--- src/mssc_pkg.sv ---
// ----------------------------------------------------------------------------
// Motor soft start controller package
// Shared types and constants for the configuration registers and the core.
// ----------------------------------------------------------------------------
package mssc_pkg;

	localparam int CFG_ADDR_W = 5;
	localparam int CFG_DATA_W = 32;
	localparam int HOLD_W = 12;
	localparam int PERIOD_W = 8;

	typedef enum logic [2:0] {
		REG_START_DUTY       = 3'd0,
		REG_MAX_DUTY         = 3'd1,
		REG_RAMP_STEP        = 3'd2,
		REG_TAP_STEP         = 3'd3,
		REG_RAMP_PERIOD      = 3'd4,
		REG_INC_PERIOD       = 3'd5,
		REG_RUN_HOLD_TICKS   = 3'd6,
		REG_SPEED_HOLD_TICKS = 3'd7
	} reg_idx_t;

	typedef struct packed {
		logic [7:0]        start_duty;
		logic [7:0]        max_duty;
		logic [7:0]        ramp_step;
		logic [7:0]        tap_step;
		logic [7:0]        ramp_period;
		logic [7:0]        inc_period;
		logic [HOLD_W-1:0] run_hold_ticks;
		logic [HOLD_W-1:0] speed_hold_ticks;
	} cfg_t;

	localparam cfg_t CFG_RESET = '{
		start_duty:       8'd100,
		max_duty:         8'd255,
		ramp_step:        8'd5,
		tap_step:         8'd25,
		ramp_period:      8'd20,
		inc_period:       8'd15,
		run_hold_ticks:   12'd1500,
		speed_hold_ticks: 12'd1000
	};

	typedef struct packed {
		logic start_button;
		logic speed_button;
	} item_t;

endpackage

--- src/mssc_cfg.sv ---
// ----------------------------------------------------------------------------
// Motor soft start controller configuration registers
// APB register file holding the eight timing and duty settings.
// ----------------------------------------------------------------------------
module mssc_cfg import mssc_pkg::*; (
	input  logic                  clk,
	input  logic                  arst_n,
	input  logic                  psel,
	input  logic                  penable,
	input  logic                  pwrite,
	input  logic [CFG_ADDR_W-1:0] paddr,
	input  logic [CFG_DATA_W-1:0] pwdata,
	output logic [CFG_DATA_W-1:0] prdata,
	output logic                  pready,
	output cfg_t                  cfg
);

	cfg_t     cfg_q;
	reg_idx_t idx;
	logic     wr_en;

	assign idx    = reg_idx_t'(paddr[CFG_ADDR_W-1:2]);
	assign wr_en  = psel && penable && pwrite;
	assign pready = 1'b1;
	assign cfg    = cfg_q;

	always_ff @(posedge clk or negedge arst_n) begin
		if (!arst_n) begin
			cfg_q <= CFG_RESET;
		end else if (wr_en) begin
			case (idx)
				REG_START_DUTY:       cfg_q.start_duty       <= pwdata[7:0];
				REG_MAX_DUTY:         cfg_q.max_duty         <= pwdata[7:0];
				REG_RAMP_STEP:        cfg_q.ramp_step        <= pwdata[7:0];
				REG_TAP_STEP:         cfg_q.tap_step         <= pwdata[7:0];
				REG_RAMP_PERIOD:      cfg_q.ramp_period      <= pwdata[7:0];
				REG_INC_PERIOD:       cfg_q.inc_period       <= pwdata[7:0];
				REG_RUN_HOLD_TICKS:   cfg_q.run_hold_ticks   <= pwdata[HOLD_W-1:0];
				REG_SPEED_HOLD_TICKS: cfg_q.speed_hold_ticks <= pwdata[HOLD_W-1:0];
				default: ;
			endcase
		end
	end

	always_comb begin
		prdata = '0;
		case (idx)
			REG_START_DUTY:       prdata = CFG_DATA_W'(cfg_q.start_duty);
			REG_MAX_DUTY:         prdata = CFG_DATA_W'(cfg_q.max_duty);
			REG_RAMP_STEP:        prdata = CFG_DATA_W'(cfg_q.ramp_step);
			REG_TAP_STEP:         prdata = CFG_DATA_W'(cfg_q.tap_step);
			REG_RAMP_PERIOD:      prdata = CFG_DATA_W'(cfg_q.ramp_period);
			REG_INC_PERIOD:       prdata = CFG_DATA_W'(cfg_q.inc_period);
			REG_RUN_HOLD_TICKS:   prdata = CFG_DATA_W'(cfg_q.run_hold_ticks);
			REG_SPEED_HOLD_TICKS: prdata = CFG_DATA_W'(cfg_q.speed_hold_ticks);
			default:              prdata = '0;
		endcase
	end

endmodule

--- src/mssc_core.sv ---
// ----------------------------------------------------------------------------
// Motor soft start controller core
// Holds the run, direction, duty and timer state and advances it by one tick.
// ----------------------------------------------------------------------------
module mssc_core import mssc_pkg::*; #(
	parameter int DEBOUNCE_TICKS  = 20,
	parameter int DEAD_TIME_TICKS = 100,
	parameter int DUTY_BITS       = 8
) (
	input  logic                 clk,
	input  logic                 arst_n,
	input  logic                 tick,
	input  item_t                item,
	input  cfg_t                 cfg,
	output logic [DUTY_BITS-1:0] duty,
	output logic                 forward,
	output logic                 bridge_on,
	output logic                 running,
	output logic                 continuous_up
);

	localparam int SW = ((DUTY_BITS > 8) ? DUTY_BITS : 8) + 1;
	localparam logic [SW-1:0] DMASK = SW'((64'd1 << DUTY_BITS) - 64'd1);
	localparam logic [PERIOD_W-1:0] DEB_LIM = PERIOD_W'(DEBOUNCE_TICKS);
	localparam logic [PERIOD_W-1:0] DEAD_LIM = PERIOD_W'(DEAD_TIME_TICKS);
	localparam logic [HOLD_W-1:0] HOLD_MAX = '1;

	logic [PERIOD_W-1:0]  debounce_count_q, ramp_count_q, inc_count_q, dead_count_q;
	logic                 debounce_ready_q;
	logic                 start_pressed_q, start_held_q;
	logic [HOLD_W-1:0]    start_hold_count_q, speed_hold_count_q;
	logic                 speed_pressed_q, speed_held_q;
	logic                 run_flag_q, direction_flag_q, reversing_q;
	logic [DUTY_BITS-1:0] duty_level_q;

	logic [PERIOD_W-1:0]  debounce_count_d, ramp_count_d, inc_count_d, dead_count_d;
	logic                 debounce_ready_d;
	logic                 start_pressed_d, start_held_d;
	logic [HOLD_W-1:0]    start_hold_count_d, speed_hold_count_d;
	logic                 speed_pressed_d, speed_held_d;
	logic                 run_flag_d, direction_flag_d, reversing_d;
	logic [SW-1:0]        dl;
	logic [SW-1:0]        sd, md;
	logic [PERIOD_W-1:0]  ramp_inc, inc_inc, dead_inc;
	logic                 ramp_fire, inc_fire, sb, pb;

	always_comb begin
		sb = item.start_button;
		pb = item.speed_button;
		sd = (SW'(cfg.start_duty) > DMASK) ? DMASK : SW'(cfg.start_duty);
		md = (SW'(cfg.max_duty) > DMASK) ? DMASK : SW'(cfg.max_duty);

		debounce_ready_d   = debounce_ready_q;
		start_pressed_d    = start_pressed_q;
		start_held_d       = start_held_q;
		start_hold_count_d = start_hold_count_q;
		speed_pressed_d    = speed_pressed_q;
		speed_held_d       = speed_held_q;
		speed_hold_count_d = speed_hold_count_q;
		run_flag_d         = run_flag_q;
		direction_flag_d   = direction_flag_q;
		reversing_d        = reversing_q;
		dead_count_d       = dead_count_q;
		dl                 = SW'(duty_level_q);

		if (debounce_count_q >= DEB_LIM) begin
			debounce_count_d = '0;
			debounce_ready_d = 1'b1;
		end else begin
			debounce_count_d = debounce_count_q + 1'b1;
		end

		ramp_inc  = ramp_count_q + 1'b1;
		ramp_fire = (ramp_inc >= cfg.ramp_period);
		ramp_count_d = ramp_fire ? '0 : ramp_inc;
		inc_inc   = inc_count_q + 1'b1;
		inc_fire  = (inc_inc >= cfg.inc_period);
		inc_count_d = inc_fire ? '0 : inc_inc;

		if (start_pressed_d) begin
			if (start_hold_count_d != HOLD_MAX) begin
				start_hold_count_d = start_hold_count_d + 1'b1;
			end
			if (start_hold_count_d >= cfg.run_hold_ticks) begin
				start_held_d = 1'b1;
			end
		end
		if (sb && !start_pressed_d && debounce_ready_d) begin
			start_pressed_d    = 1'b1;
			start_hold_count_d = '0;
			debounce_ready_d   = 1'b0;
		end else if (!sb && start_pressed_d && debounce_ready_d) begin
			if (!start_held_d) begin
				run_flag_d = !run_flag_d;
			end else if (run_flag_d && !reversing_d) begin
				reversing_d  = 1'b1;
				dead_count_d = '0;
			end
			start_pressed_d    = 1'b0;
			start_held_d       = 1'b0;
			start_hold_count_d = '0;
			debounce_ready_d   = 1'b0;
		end

		if (reversing_d) begin
			dead_inc = dead_count_d + 1'b1;
			if (dead_inc >= DEAD_LIM) begin
				dead_count_d     = '0;
				direction_flag_d = !direction_flag_d;
				reversing_d      = 1'b0;
			end else begin
				dead_count_d = dead_inc;
			end
		end else begin
			dead_inc = dead_count_d;
		end

		if (ramp_fire) begin
			if (run_flag_d) begin
				if (dl < sd) begin
					dl = dl + SW'(cfg.ramp_step);
					if (dl > sd) begin
						dl = sd;
					end
				end
			end else if (dl != '0) begin
				dl = dl - 1'b1;
			end
		end

		if (speed_pressed_d) begin
			if (speed_hold_count_d != HOLD_MAX) begin
				speed_hold_count_d = speed_hold_count_d + 1'b1;
			end
			if (speed_hold_count_d >= cfg.speed_hold_ticks) begin
				speed_held_d = 1'b1;
			end
		end
		if (pb && !speed_pressed_d && run_flag_d) begin
			speed_pressed_d    = 1'b1;
			speed_hold_count_d = '0;
			debounce_ready_d   = 1'b0;
		end else if (pb && speed_held_d) begin
			if (inc_fire && run_flag_d && dl != '0 && dl < md) begin
				dl = dl + 1'b1;
			end
		end else if (!pb && speed_pressed_d && debounce_ready_d) begin
			if (!speed_held_d && run_flag_d && dl != '0) begin
				dl = dl + SW'(cfg.tap_step);
				if (dl > md) begin
					dl = sd;
				end
			end
			speed_pressed_d    = 1'b0;
			speed_held_d       = 1'b0;
			speed_hold_count_d = '0;
			debounce_ready_d   = 1'b0;
		end

		duty          = reversing_d ? '0 : dl[DUTY_BITS-1:0];
		forward       = direction_flag_d;
		bridge_on     = !reversing_d;
		running       = run_flag_d;
		continuous_up = speed_held_d && pb;
	end

	always_ff @(posedge clk or negedge arst_n) begin
		if (!arst_n) begin
			debounce_count_q   <= '0;
			debounce_ready_q   <= 1'b0;
			ramp_count_q       <= '0;
			inc_count_q        <= '0;
			dead_count_q       <= '0;
			start_pressed_q    <= 1'b0;
			start_hold_count_q <= '0;
			start_held_q       <= 1'b0;
			speed_pressed_q    <= 1'b0;
			speed_hold_count_q <= '0;
			speed_held_q       <= 1'b0;
			run_flag_q         <= 1'b0;
			direction_flag_q   <= 1'b1;
			reversing_q        <= 1'b0;
			duty_level_q       <= '0;
		end else if (tick) begin
			debounce_count_q   <= debounce_count_d;
			debounce_ready_q   <= debounce_ready_d;
			ramp_count_q       <= ramp_count_d;
			inc_count_q        <= inc_count_d;
			dead_count_q       <= dead_count_d;
			start_pressed_q    <= start_pressed_d;
			start_hold_count_q <= start_hold_count_d;
			start_held_q       <= start_held_d;
			speed_pressed_q    <= speed_pressed_d;
			speed_hold_count_q <= speed_hold_count_d;
			speed_held_q       <= speed_held_d;
			run_flag_q         <= run_flag_d;
			direction_flag_q   <= direction_flag_d;
			reversing_q        <= reversing_d;
			duty_level_q       <= dl[DUTY_BITS-1:0];
		end
	end

endmodule

--- src/motor_soft_start_controller.sv ---
// ----------------------------------------------------------------------------
// Motor soft start controller
// Each tick updates start/stop, reversal dead time, soft ramp and speed
// button logic, and reports duty, direction, bridge enable and mode flags.
// An accepted tick beat is held in the input register, and its result in the
// output register. One tick beat is accepted per cycle while the result side
// is not stalled; the single-pass update sets the rate. A stalled result holds
// in the output register; the input register then accepts a beat only if empty.
// Reset clears all timers and flags, selects forward and loads default registers.
// ----------------------------------------------------------------------------
module motor_soft_start_controller import mssc_pkg::*; #(
	parameter int DEBOUNCE_TICKS  = 20,
	parameter int DEAD_TIME_TICKS = 100,
	parameter int DUTY_BITS       = 8
) (
	input  logic                  clk,
	input  logic                  arst_n,
	input  logic                  s_tvalid,
	output logic                  s_tready,
	// [0] start_button, [1] speed_button
	input  logic [7:0]            s_tdata,
	output logic                  m_tvalid,
	input  logic                  m_tready,
	// duty, forward, bridge_on, running, continuous_up from the lowest bit up
	output logic [((DUTY_BITS+4+7)/8)*8-1:0] m_tdata,
	input  logic                  psel,
	input  logic                  penable,
	input  logic                  pwrite,
	input  logic [CFG_ADDR_W-1:0] paddr,
	input  logic [CFG_DATA_W-1:0] pwdata,
	output logic [CFG_DATA_W-1:0] prdata,
	output logic                  pready
);

	localparam int OUT_W = ((DUTY_BITS + 4 + 7) / 8) * 8;

	cfg_t                 cfg;
	item_t                item_s1;
	logic                 valid_s1;
	logic                 advance;
	logic [DUTY_BITS-1:0] duty;
	logic                 forward, bridge_on, running, continuous_up;
	logic [OUT_W-1:0]     tdata_s2;
	logic                 valid_s2;

	mssc_cfg u_cfg (
		.clk     (clk),
		.arst_n  (arst_n),
		.psel    (psel),
		.penable (penable),
		.pwrite  (pwrite),
		.paddr   (paddr),
		.pwdata  (pwdata),
		.prdata  (prdata),
		.pready  (pready),
		.cfg     (cfg)
	);

	mssc_core #(
		.DEBOUNCE_TICKS  (DEBOUNCE_TICKS),
		.DEAD_TIME_TICKS (DEAD_TIME_TICKS),
		.DUTY_BITS       (DUTY_BITS)
	) u_core (
		.clk           (clk),
		.arst_n        (arst_n),
		.tick          (advance),
		.item          (item_s1),
		.cfg           (cfg),
		.duty          (duty),
		.forward       (forward),
		.bridge_on     (bridge_on),
		.running       (running),
		.continuous_up (continuous_up)
	);

	assign advance  = valid_s1 && (!valid_s2 || m_tready);
	assign s_tready = !valid_s1 || advance;
	assign m_tvalid = valid_s2;
	assign m_tdata  = tdata_s2;

	always_ff @(posedge clk or negedge arst_n) begin
		if (!arst_n) begin
			valid_s1 <= 1'b0;
			valid_s2 <= 1'b0;
		end else begin
			if (s_tready) begin
				valid_s1 <= s_tvalid;
			end
			if (advance) begin
				valid_s2 <= 1'b1;
			end else if (m_tready) begin
				valid_s2 <= 1'b0;
			end
		end
	end

	always_ff @(posedge clk) begin
		if (s_tready && s_tvalid) begin
			item_s1.start_button <= s_tdata[0];
			item_s1.speed_button <= s_tdata[1];
		end
		if (advance) begin
			tdata_s2 <= OUT_W'({continuous_up, running, bridge_on, forward, duty});
		end
	end

endmodule

--- config.mk ---
export PLATFORM = sky130hd
export DESIGN_NAME = motor_soft_start_controller
export DESIGN_NICKNAME = d
export VERILOG_FILES = /design/src/mssc_pkg.sv /design/src/mssc_cfg.sv /design/src/mssc_core.sv /design/src/motor_soft_start_controller.sv
export SDC_FILE = /design/constraint.sdc
export NUM_CORES = 1
export LEC_CHECK = 0
export ABC_AREA = 0
export BUFFER_PORTS_ARGS = -buffer_cell sky130_fd_sc_hd__buf_2
export CORE_UTILIZATION = 45
export CTS_CLUSTER_SIZE = 40
export DETAILED_ROUTE_END_ITERATION = 16
export SLEW_MARGIN = 30
export SYNTH_ARGS = -nofsm -noshare
export SYNTH_HDL_FRONTEND = slang
export SYNTH_SLANG_ARGS = --single-unit
--- constraint.sdc ---
create_clock -name clk -period 7.65 [get_ports clk]
set_input_delay 0.765 -clock clk [delete_from_list [all_inputs] [get_ports clk]]
set_output_delay 0.765 -clock clk [all_outputs]
set_load 0.01 [all_outputs]
==> results.sh, run 1 <==
export IMPL_r2r_end="m_tdata[7]"
export IMPL_cts_tree="built"
export IMPL_comb_power_share_pct=52.3
export IMPL_regArea_sq_um=4120
export IMPL_power_switching_share_pct=42.4
export IMPL_grt_util_all_layers_pct=26.2
export IMPL_dieArea_sq_um=26000
export IMPL_hold_buffers=0
export IMPL_max_stage_delay_ns=0.44
export IMPL_fmaxAchievable_mhz=139
export IMPL_drive_gt1_share_pct=18.8
export IMPL_syn2layout_area_growth_pct=13.8
export IMPL_grt_pass1_wl_um=52400
export IMPL_antenna_left=0
export IMPL_cp_top_family="compound AO/OA/AOI/OAI gates"
export IMPL_clock_latency_ns=0.44
export IMPL_path_common_cell="ha_1"
export IMPL_fin_crit_ns=7.19
export IMPL_avgSynthCellArea_sq_um=8.83
export IMPL_postLayoutCoreUtil_pct=52.7
export IMPL_cts_buffers=17
export IMPL_rsz0062_at_grt="false"
export IMPL_multi_input_area_sq_um=6810
export IMPL_gp_congestion=1.01
export IMPL_crit_type="flop to flop"
export IMPL_fin_setup_tns_ns=0
export IMPL_synth_cells=1290
export IMPL_drt_vias_per_instance=5.72
export IMPL_cp_data_arrival_time_ns=7.36
export IMPL_pwr_share_seq_pct=28.5
export IMPL_syn_area_sq_um=11400
export IMPL_dp_hpwl_um=25200
export IMPL_die_w_um=161
export IMPL_synth_edf_count=14
export IMPL_worst_slew_pin_slew_ns=0.822
export IMPL_setup_viol=0
export IMPL_initial_core_util_pct=46.3
export IMPL_cellPowerDensity_nw_per_um2=344
export IMPL_core_sq_um=24600
export IMPL_final_cell_mix="nand2_1 (155), o21ai_0 (122), dfrtp_1 (110)"
export IMPL_ys_warnings_count=0
export IMPL_wl_per_cell_um=19.2
export IMPL_placementRows=57
export IMPL_hold_viol=0
export IMPL_antenna_found_initial=0
export IMPL_io_pins=103
export IMPL_end_kind="flop"
export IMPL_crit_slowest_cell="dfrtp_1"
export IMPL_peakVddDrop_uv=232
export IMPL_crit_required_ns=7.82
export IMPL_grt_pass1_vias=9496
export IMPL_cts_root_buf="clkbuf_16"
export IMPL_yosys_most_used_dff="dfrtp_1"
export IMPL_timing_hold_ws_ns=0.333
export IMPL_worst_path_buf_inv=2
export IMPL_fillers=2397
export IMPL_wl_um=33000
export IMPL_grt_overflow=0
export IMPL_drc=0
export IMPL_grt_max_degree=79
export IMPL_clockPowerShare_pct=19.2
export IMPL_ys_ff_latch=160
export IMPL_maxCapViolCount=0
export IMPL_synth_cell_type_count=80
export IMPL_maxSlewViolCount=0
export IMPL_cp_max_fo=5
export IMPL_die_h_um=161
export IMPL_design_area_sq_um=13000
export IMPL_synth_compound_area_share_pct=19.0
export IMPL_reg2reg_slack_ns=0.46
export IMPL_drt_pre_antenna_iters=5
export IMPL_cts_sinks=160
export IMPL_ys_seq_area_share_pct=36.2
export IMPL_hold_class="primary input to async pin"
export IMPL_synth_top_family_by_area="compound AO/OA/AOI/OAI gates"
export IMPL_r2r_cells=34
export IMPL_finClkSkew_ns=0.0133
export IMPL_startpoint_type="flop"
export IMPL_synthMuxAreaShare_pct=6.23
export IMPL_synthXorXnorAreaFrac_pct=3.23
export IMPL_p_leak_uw=0.00602
export IMPL_nets=1536
export IMPL_synthAdderAreaFrac_pct=11.2
export IMPL_num_vias=9842
export IMPL_dpl_cell_area_sq_um=12300
export IMPL_p_int_uw=2570
export IMPL_clkTransAtPathRegs_ns=0.07
export IMPL_cts_max_path_buffers=2
export IMPL_async_flop_share_pct=91.3
export IMPL_synth_top_cell_by_area="dfrtp_1"
export IMPL_reg2reg_from="u_core.duty_level_q[1]"
export IMPL_synth_top_cells_by_area="dfrtp_1 (24%), ha_1 (11%), dfstp_2 (8.3%), o21ai_0 (5.5%), nand2_1 (5.1%)"
export IMPL_synth_top_cell_area_share_pct=24.2
export IMPL_synthSimpleGateAreaFrac_pct=18.4
export IMPL_htree_levels=4
export IMPL_drt_initial_drc_count=760
export IMPL_switching_power_uw=1890
export IMPL_outcome="completed"
export IMPL_p_total_uw=4470
export IMPL_io_buffers=49
export IMPL_finalCritPeriodShare_pct=94.0
export IMPL_n_antenna_cell=0
export IMPL_slew_headroom_pct=45.0
export IMPL_mostFrequentLayoutCell="nand2_1"
## worst max path at each step
stage | depth (start not counted) | slack [ns] | endpoint | from
2_1_floorplan | 33 | 0.79 | m_tdata[5] | u_core.duty_level_q[1]
3_3_place_gp | 37 | 0.23 | m_tdata[4] | u_core.start_hold_count_q[2]
3_5_place_dp | 36 | 0.24 | m_tdata[4] | u_core.start_hold_count_q[3]
4_1_cts | 36 | 0.19 | m_tdata[4] | u_core.start_hold_count_q[3]
5_1_grt | 35 | 0.04 | m_tdata[7] | u_core.start_hold_count_q[2]
6_report | 34 | 0.46 | m_tdata[7] | u_core.duty_level_q[1]
## flip-flops by register name, indices dropped and copies added, names as in the netlist, 8 cells and up
register,count
m_tdata,12
u_cfg.cfg,72
u_core.dead_count_q,8
u_core.debounce_count_q,8
u_core.duty_level_q,8
u_core.inc_count_q,8
u_core.ramp_count_q,8
u_core.speed_hold_count_q,12
u_core.start_hold_count_q,12
## kinds of logic (layout without fill, tap and decap cells)
family | after synthesis | after routing
and+or+nand+nor | 438 | 438
DFF | 160 | 160
buffers and inverters | 145 | 228
other | 2 | 25
muxes | 64 | 64
AOI/OAI and AO/OA | 338 | 338
xor gates and xnor gates | 42 | 42
adders and majority gates | 101 | 101
## cell type report
| class | instances | share of cell area [%] |
|---|---|---|
| Timing Repair Buffer | 113 | 5.68 |
| Clock buffer | 19 | 3.49 |
| Tap cell | 324 | 3.13 |
| Sequential cell | 160 | 31.8 |
| Clock inverter | 13 | 0.994 |
| Multi-Input combinational cell | 1008 | 52.5 |
| Inverter | 83 | 2.40 |
## metrics by stage
step,cells,worst slack [ns]
2_1_floorplan,1313,0.793
3_3_place_gp,1686,0.231
3_5_place_dp,1687,0.239
4_1_cts,1719,0.193
5_1_grt,1720,0.0447
6_report,1720,0.458
## power by group through the flow
| stage | registers, uW | logic, uW | clock network, uW |
|---|---|---|---|
| after floorplan | 1230 | 1500 | 0 |
| after global placement | 1280 | 2220 | 0 |
| after detailed placement | 1280 | 2250 | 0 |
| after CTS | 1270 | 2270 | 876 |
| after global routing | 1290 | 2570 | 906 |
| final | 1270 | 2340 | 858 |
## routing by layer
layer	track usage [%]	share of wire [%]	vias up
li1	-	-	4775
met1	34.6	44	4734
met2	43.8	47	283
met3	2.95	5.0	50
met4	10.8	3.4	0
met5	0	0	-
## cells in the mapped netlist, drive strengths merged, types with 15 or more instances
library cell  instances
nand2b               24
nor2                 93
xnor2                28
a21oi                49
clkbuf               31
a21o                 18
and3                 23
mux2                 35
nand3                48
mux2i                27
o21ai               130
buf                  31
a31oi                22
ha                   99
dfstp                36
dfrtp               110
nor3                 19
o21a                 15
inv                  81
nand2               155
## timing repair
| item | in CTS | in global routing |
|---|---|---|
| buffers inserted | 0 | 1 |
| gates resized for setup | 0 | 25 |
| hold endpoints to repair | 0 | 0 |
| endpoints found under the setup margin | 0 | 16 |
No activity file was read; power rests on OpenSTA's default activity.
==> run 2: changes to the inputs <==
--- a/config.mk
+++ b/config.mk
@@ -7,9 +7,12 @@
 export LEC_CHECK = 0
 export ABC_AREA = 0
 export BUFFER_PORTS_ARGS = -buffer_cell sky130_fd_sc_hd__buf_2
+export CELL_PAD_IN_SITES_DETAIL_PLACEMENT = 1
+export CELL_PAD_IN_SITES_GLOBAL_PLACEMENT = 1
 export CORE_UTILIZATION = 45
 export CTS_CLUSTER_SIZE = 40
 export DETAILED_ROUTE_END_ITERATION = 16
+export PLACE_DENSITY_LB_ADDON = 0.1
 export SLEW_MARGIN = 30
 export SYNTH_ARGS = -nofsm -noshare
 export SYNTH_HDL_FRONTEND = slang
==> run 2 against run 1 <==
- clock power rose by 12%
- sequential cell count unchanged
- worst hold slack gained 0.072 ns
- largest cell class unchanged
- critical endpoint is now m_tdata[4]
- clock skew is 0.0063 ns higher
- largest power group unchanged
- highest routed layer unchanged
- total power up 5.3%
- register-to-register slack got worse by 0.19 ns
==> results.sh, run 2 (same netlist as run 1, synthesis figures left out) <==
export IMPL_slew_headroom_pct=37.7
export IMPL_setup_viol=0
export IMPL_placementRows=57
export IMPL_cts_root_buf="clkbuf_16"
export IMPL_fillers=2938
export IMPL_largest_register_ffs=72
export IMPL_core_sq_um=24600
export IMPL_grt_pass1_wl_um=56900
export IMPL_p_leak_uw=0.00608
export IMPL_grt_util_all_layers_pct=28.6
export IMPL_wl_per_cell_um=21.0
export IMPL_max_stage_delay_ns=0.49
export IMPL_clkTransAtPathRegs_ns=0.07
export IMPL_grt_pass1_vias=10200
export IMPL_n_antenna_cell=0
export IMPL_io_buffers=49
export IMPL_fin_setup_tns_ns=0
export IMPL_cts_max_path_buffers=2
export IMPL_drt_vias_per_instance=5.86
export IMPL_multi_input_area_sq_um=6890
export IMPL_cellPowerDensity_nw_per_um2=357
export IMPL_maxCapViolCount=0
export IMPL_fin_crit_ns=7.39
export IMPL_gp_congestion=0.978
export IMPL_fmaxAchievable_mhz=135
export IMPL_finClkSkew_ns=0.0196
export IMPL_finalCritPeriodShare_pct=96.5
export IMPL_clock_latency_ns=0.45
export IMPL_drc=0
export IMPL_die_w_um=161
export IMPL_maxSlewViolCount=0
export IMPL_dieArea_sq_um=26000
export IMPL_end_kind="flop"
export IMPL_antenna_found_initial=0
export IMPL_cp_max_fo=5
export IMPL_syn2layout_area_growth_pct=15.5
export IMPL_path_common_cell="ha_1"
export IMPL_drt_pre_antenna_iters=5
export IMPL_mostFrequentLayoutCell="nand2_1"
export IMPL_crit_required_ns=7.83
export IMPL_grt_overflow=0
export IMPL_worst_slew_pin_slew_ns=0.931
export IMPL_cts_sinks=160
export IMPL_crit_slowest_cell="dfrtp_1"
export IMPL_drt_initial_drc_count=675
export IMPL_io_pins=103
export IMPL_crit_type="flop to flop"
export IMPL_nets=1540
export IMPL_cts_tree="built"
export IMPL_cp_data_arrival_time_ns=7.56
export IMPL_outcome="completed"
export IMPL_antenna_left=0
export IMPL_initial_core_util_pct=46.3
export IMPL_startpoint_type="flop"
export IMPL_final_cell_mix="nand2_1 (155), o21ai_0 (120), dfrtp_1 (110)"
export IMPL_num_vias=10100
export IMPL_drive_gt1_share_pct=19.7
export IMPL_hold_class="primary input to async pin"
export IMPL_hold_viol=0
export IMPL_dpl_cell_area_sq_um=12300
export IMPL_regArea_sq_um=4120
export IMPL_htree_levels=4
export IMPL_design_area_sq_um=13200
export IMPL_dp_hpwl_um=27400
export IMPL_hold_buffers=0
export IMPL_cts_buffers=17
export IMPL_wl_um=36300
export IMPL_grt_max_degree=93
export IMPL_die_h_um=161
export IMPL_peakVddDrop_uv=198
==> run 2: changes by cell type in the layout (fill, tap and decap cells not counted), sizes merged <==
cell and delta:
buf +4, bufinv +2, clkbuf +2, clkinv -4
==> run 2: metal layers <==
| layer | track usage, % | routed length (um) | vias up |
|---|---|---|---|
| met5 | 0 | 0 | - |
| met4 | 10.3 | 1240 | 0 |
| met3 | 2.88 | 1040 | 58 |
| met2 | 50.6 | 18200 | 184 |
| met1 | 36.2 | 15800 | 5080 |
| li1 | - | - | 4776 |
==> run 2: cell type report <==
class / instances / share of cell area, %
Multi-Input combinational cell: 1008 / 52.4
Sequential cell: 160 / 31.3
Timing Repair Buffer: 117 / 5.79
Clock buffer: 21 / 3.82
Tap cell: 324 / 3.08
Inverter: 83 / 2.37
Clock inverter: 11 / 1.25
==> run 2: per-stage QoR <==
stage	setup slack (ns)	utilization [%]	total power, uW	cells	hold WS [ns]
after detailed placement	-0.0814	49.9	3590	1687	0.461
after global routing	-0.0426	53.5	5020	1724	0.480
after floorplan	0.793	-	2730	1313	0.444
final	0.264	53.5	4700	1724	0.405
after global placement	0.0256	49.9	3500	1687	0.457
after CTS	0.0238	52.7	4580	1720	0.452
==> run 2: final timing paths <==
path                                          from                            to  slack [ns]  cells after the start
max reg2reg                 u_core.duty_level_q[3]                    m_tdata[4]        0.26                     33
min                                         arst_n  u_core.start_hold_count_q[8]        0.41                      1
max in group asynchronous                   arst_n                 u_cfg.cfg[17]        5.94                      2
min reg2reg                u_core.direction_flag_q       u_core.direction_flag_q        0.47                      2
min in group clk           u_core.direction_flag_q       u_core.direction_flag_q        0.47                      2
max                         u_core.duty_level_q[3]                    m_tdata[4]        0.26                     33
==> run 2: power breakdown <==
part	internal (uW)	switching [uW]	total, uW
Combinational	1070	1380	2450
Sequential	1080	206	1280
Clock	579	385	965
==> run 2: critical path, delay by kind of cell (launching register included) <==
kind / cells / cell delay, ns
muxes: 3 / 1.03
adders and majority gates: 5 / 1.43
buffers and inverters: 1 / 0.07
DFF: 1 / 0.49
AOI/OAI and AO/OA: 12 / 1.84
and+or+nand+nor: 11 / 2.10
xor gates and xnor gates: 1 / 0.16
==> run 2: repair_timing <==
action	in CTS	in global routing
endpoints found under the setup margin	5	16
pin swaps	1	12
gates resized for setup	5	36
hold endpoints to repair	0	0
buffers inserted	1	4
==> run 3: changes to the inputs <==
--- a/config.mk
+++ b/config.mk
@@ -12,7 +12,7 @@
 export CORE_UTILIZATION = 45
 export CTS_CLUSTER_SIZE = 40
 export DETAILED_ROUTE_END_ITERATION = 16
-export PLACE_DENSITY_LB_ADDON = 0.1
+export PLACE_DENSITY = 0.78
 export SLEW_MARGIN = 30
 export SYNTH_ARGS = -nofsm -noshare
 export SYNTH_HDL_FRONTEND = slang
==> run 3 against run 2 <==
- count of clock-buffer cells in the layout down 2
- die area did not move
- non-clock buffer count is 22 higher
- clock power down 13%
- via count is 1.8% higher
- first-iteration DRC count rose by 5.8%
- sequential cell count did not move
- maximum frequency decreased by 0.28%
- wire length up 2.1%
- global-route usage grew 0.71 points
- largest cell class unchanged
==> results.sh, run 3 (same netlist as run 1, synthesis figures left out) <==
export IMPL_cts_max_path_buffers=2
export IMPL_finalCritPeriodShare_pct=96.8
export IMPL_postLayoutCoreUtil_pct=53.7
export IMPL_die_w_um=161
export IMPL_startpoint="u_core.start_hold_count_q[2]"
export IMPL_grt_pass1_wl_um=59000
export IMPL_hold_class="primary input to async pin"
export IMPL_dp_hpwl_um=28000
export IMPL_crit_required_ns=7.84
export IMPL_syn2layout_area_growth_pct=16.0
export IMPL_dp_cells=1707
export IMPL_dpl_cell_area_sq_um=12400
export IMPL_pwr_share_seq_pct=27.3
export IMPL_end_kind="flop"
export IMPL_wl_um=37000
export IMPL_crit_type="flop to flop"
export IMPL_grt_util_all_layers_pct=29.3
export IMPL_maxSlewViolCount=0
export IMPL_final_cells=1746
export IMPL_die_h_um=161
export IMPL_cts_sinks=160
export IMPL_placementRows=57
export IMPL_setup_viol=0
export IMPL_drt_initial_drc_count=714
export IMPL_cp_max_fo=4
export IMPL_initial_core_util_pct=46.3
export IMPL_design_area_sq_um=13200
export IMPL_gp_congestion=0.942
export IMPL_reg2reg_slack_ns=0.24
export IMPL_peakVddDrop_uv=198
export IMPL_p_leak_uw=0.00614
export IMPL_grt_overflow=0
export IMPL_finClkSkew_ns=0.0129
export IMPL_hold_viol=0
export IMPL_drt_pre_antenna_iters=8
export IMPL_fillers=2922
export IMPL_mostFrequentLayoutCell="nand2_1"
export IMPL_max_stage_delay_ns=0.40
export IMPL_drive_gt1_share_pct=20.6
export IMPL_largest_register_ffs=72
export IMPL_clock_latency_ns=0.44
export IMPL_wl_per_cell_um=21.2
export IMPL_cts_tree="built"
export IMPL_cts_buffers=17
export IMPL_io_pins=103
export IMPL_slew_headroom_pct=42.0
export IMPL_startpoint_type="flop"
export IMPL_clockPowerShare_pct=17.9
export IMPL_grt_max_degree=86
export IMPL_r2r_end="m_tdata[5]"
export IMPL_outcome="completed"
export IMPL_io_buffers=49
export IMPL_p_total_uw=4670
export IMPL_worst_slew_pin_slew_ns=0.867
export IMPL_maxCapViolCount=0
export IMPL_fmaxAchievable_mhz=135
export IMPL_grt_pass1_vias=10800
export IMPL_p_int_uw=2660
export IMPL_dieArea_sq_um=26000
export IMPL_htree_levels=4
export IMPL_num_vias=10300
export IMPL_fin_crit_ns=7.41
export IMPL_cp_endpoint="m_tdata[5]"
export IMPL_core_sq_um=24600
export IMPL_reg2reg_from="u_core.start_hold_count_q[2]"
export IMPL_power_switching_share_pct=43.2
export IMPL_comb_power_share_pct=54.8
export IMPL_cp_data_arrival_time_ns=7.59
export IMPL_final_cell_mix="nand2_1 (155), o21ai_0 (120), dfrtp_1 (110)"
export IMPL_hold_buffers=0
export IMPL_path_common_cell="buf_4"
export IMPL_nets=1562
export IMPL_cts_root_buf="clkbuf_16"
export IMPL_drt_vias_per_instance=5.89
export IMPL_antenna_left=0
export IMPL_r2r_cells=37
export IMPL_antenna_found_initial=0
export IMPL_crit_slowest_cell="fa_1"
export IMPL_switching_power_uw=2020
export IMPL_cellPowerDensity_nw_per_um2=354
export IMPL_clkTransAtPathRegs_ns=0.08
export IMPL_drc=0
export IMPL_n_antenna_cell=0
export IMPL_timing_hold_ws_ns=0.385
==> run 3: power by group through the flow <==
stage                     registers (uW)  clock network (uW)  logic, uW
after floorplan                     1230                   0       1500
after global placement              1270                   0       2290
after detailed placement            1280                   0       2400
after CTS                           1270                 853       2420
after global routing                1290                 882       2810
final                               1280                 838       2560
==> run 3: timing repair <==
action,CTS,global route
setup endpoints to repair,11,16
resized for setup,6,32
pin swaps,1,14
setup buffers,0,7
==> run 3: cell type report <==
cell class	instances	area (sq um)	share of cell area, %
well taps	324	405	3.07
clock buffers	19	454	3.44
repair buffers	139	931	7.04
clock inverters	13	119	0.899
inverters	83	312	2.36
multi-input cells	1008	6880	52.0
flip-flops and latches	160	4120	31.2
==> run 3: routing by layer <==
metal | global-route usage [%] | part of all wire, %
met1 | 36.9 | 44
met2 | 50.6 | 49
met3 | 3.34 | 2.7
met4 | 13.2 | 4.1
met5 | 0 | 0
==> run 3: critical path: cells and delay by family, from the launching register on <==
family,cells,cell delay (ns)
adder cells (fa/ha/maj),4,1.15
buffers and inverters,7,0.91
XOR/XNOR,1,0.23
AO/OA/AOI/OAI,9,1.38
AND/OR/NAND/NOR,13,2.26
multiplexers,3,0.84
flip-flops,1,0.37
==> run 3: worst min-delay path by stage <==
| stage | start | slack [ns] | depth (start not counted) | end |
|---|---|---|---|---|
| 2_1_floorplan | u_core.debounce_ready_q | 0.44 | 2 | u_core.debounce_ready_q |
| 3_3_place_gp | u_core.direction_flag_q | 0.45 | 2 | u_core.direction_flag_q |
| 3_5_place_dp | u_core.direction_flag_q | 0.47 | 2 | u_core.direction_flag_q |
| 4_1_cts | arst_n | 0.44 | 1 | u_core.start_hold_count_q[8] |
| 5_1_grt | arst_n | 0.46 | 1 | u_core.start_hold_count_q[8] |
| 6_report | arst_n | 0.38 | 1 | u_core.start_hold_count_q[8] |
==> run 3: stage by stage <==
stage / setup TNS (ns) / setup slack (ns)
finish: 0 / 0.243
CTS: 0 / 0.0456
global route: -0.489 / -0.104
global placement: 0 / 0.105
detailed placement: -0.730 / -0.196
floorplan: 0 / 0.793
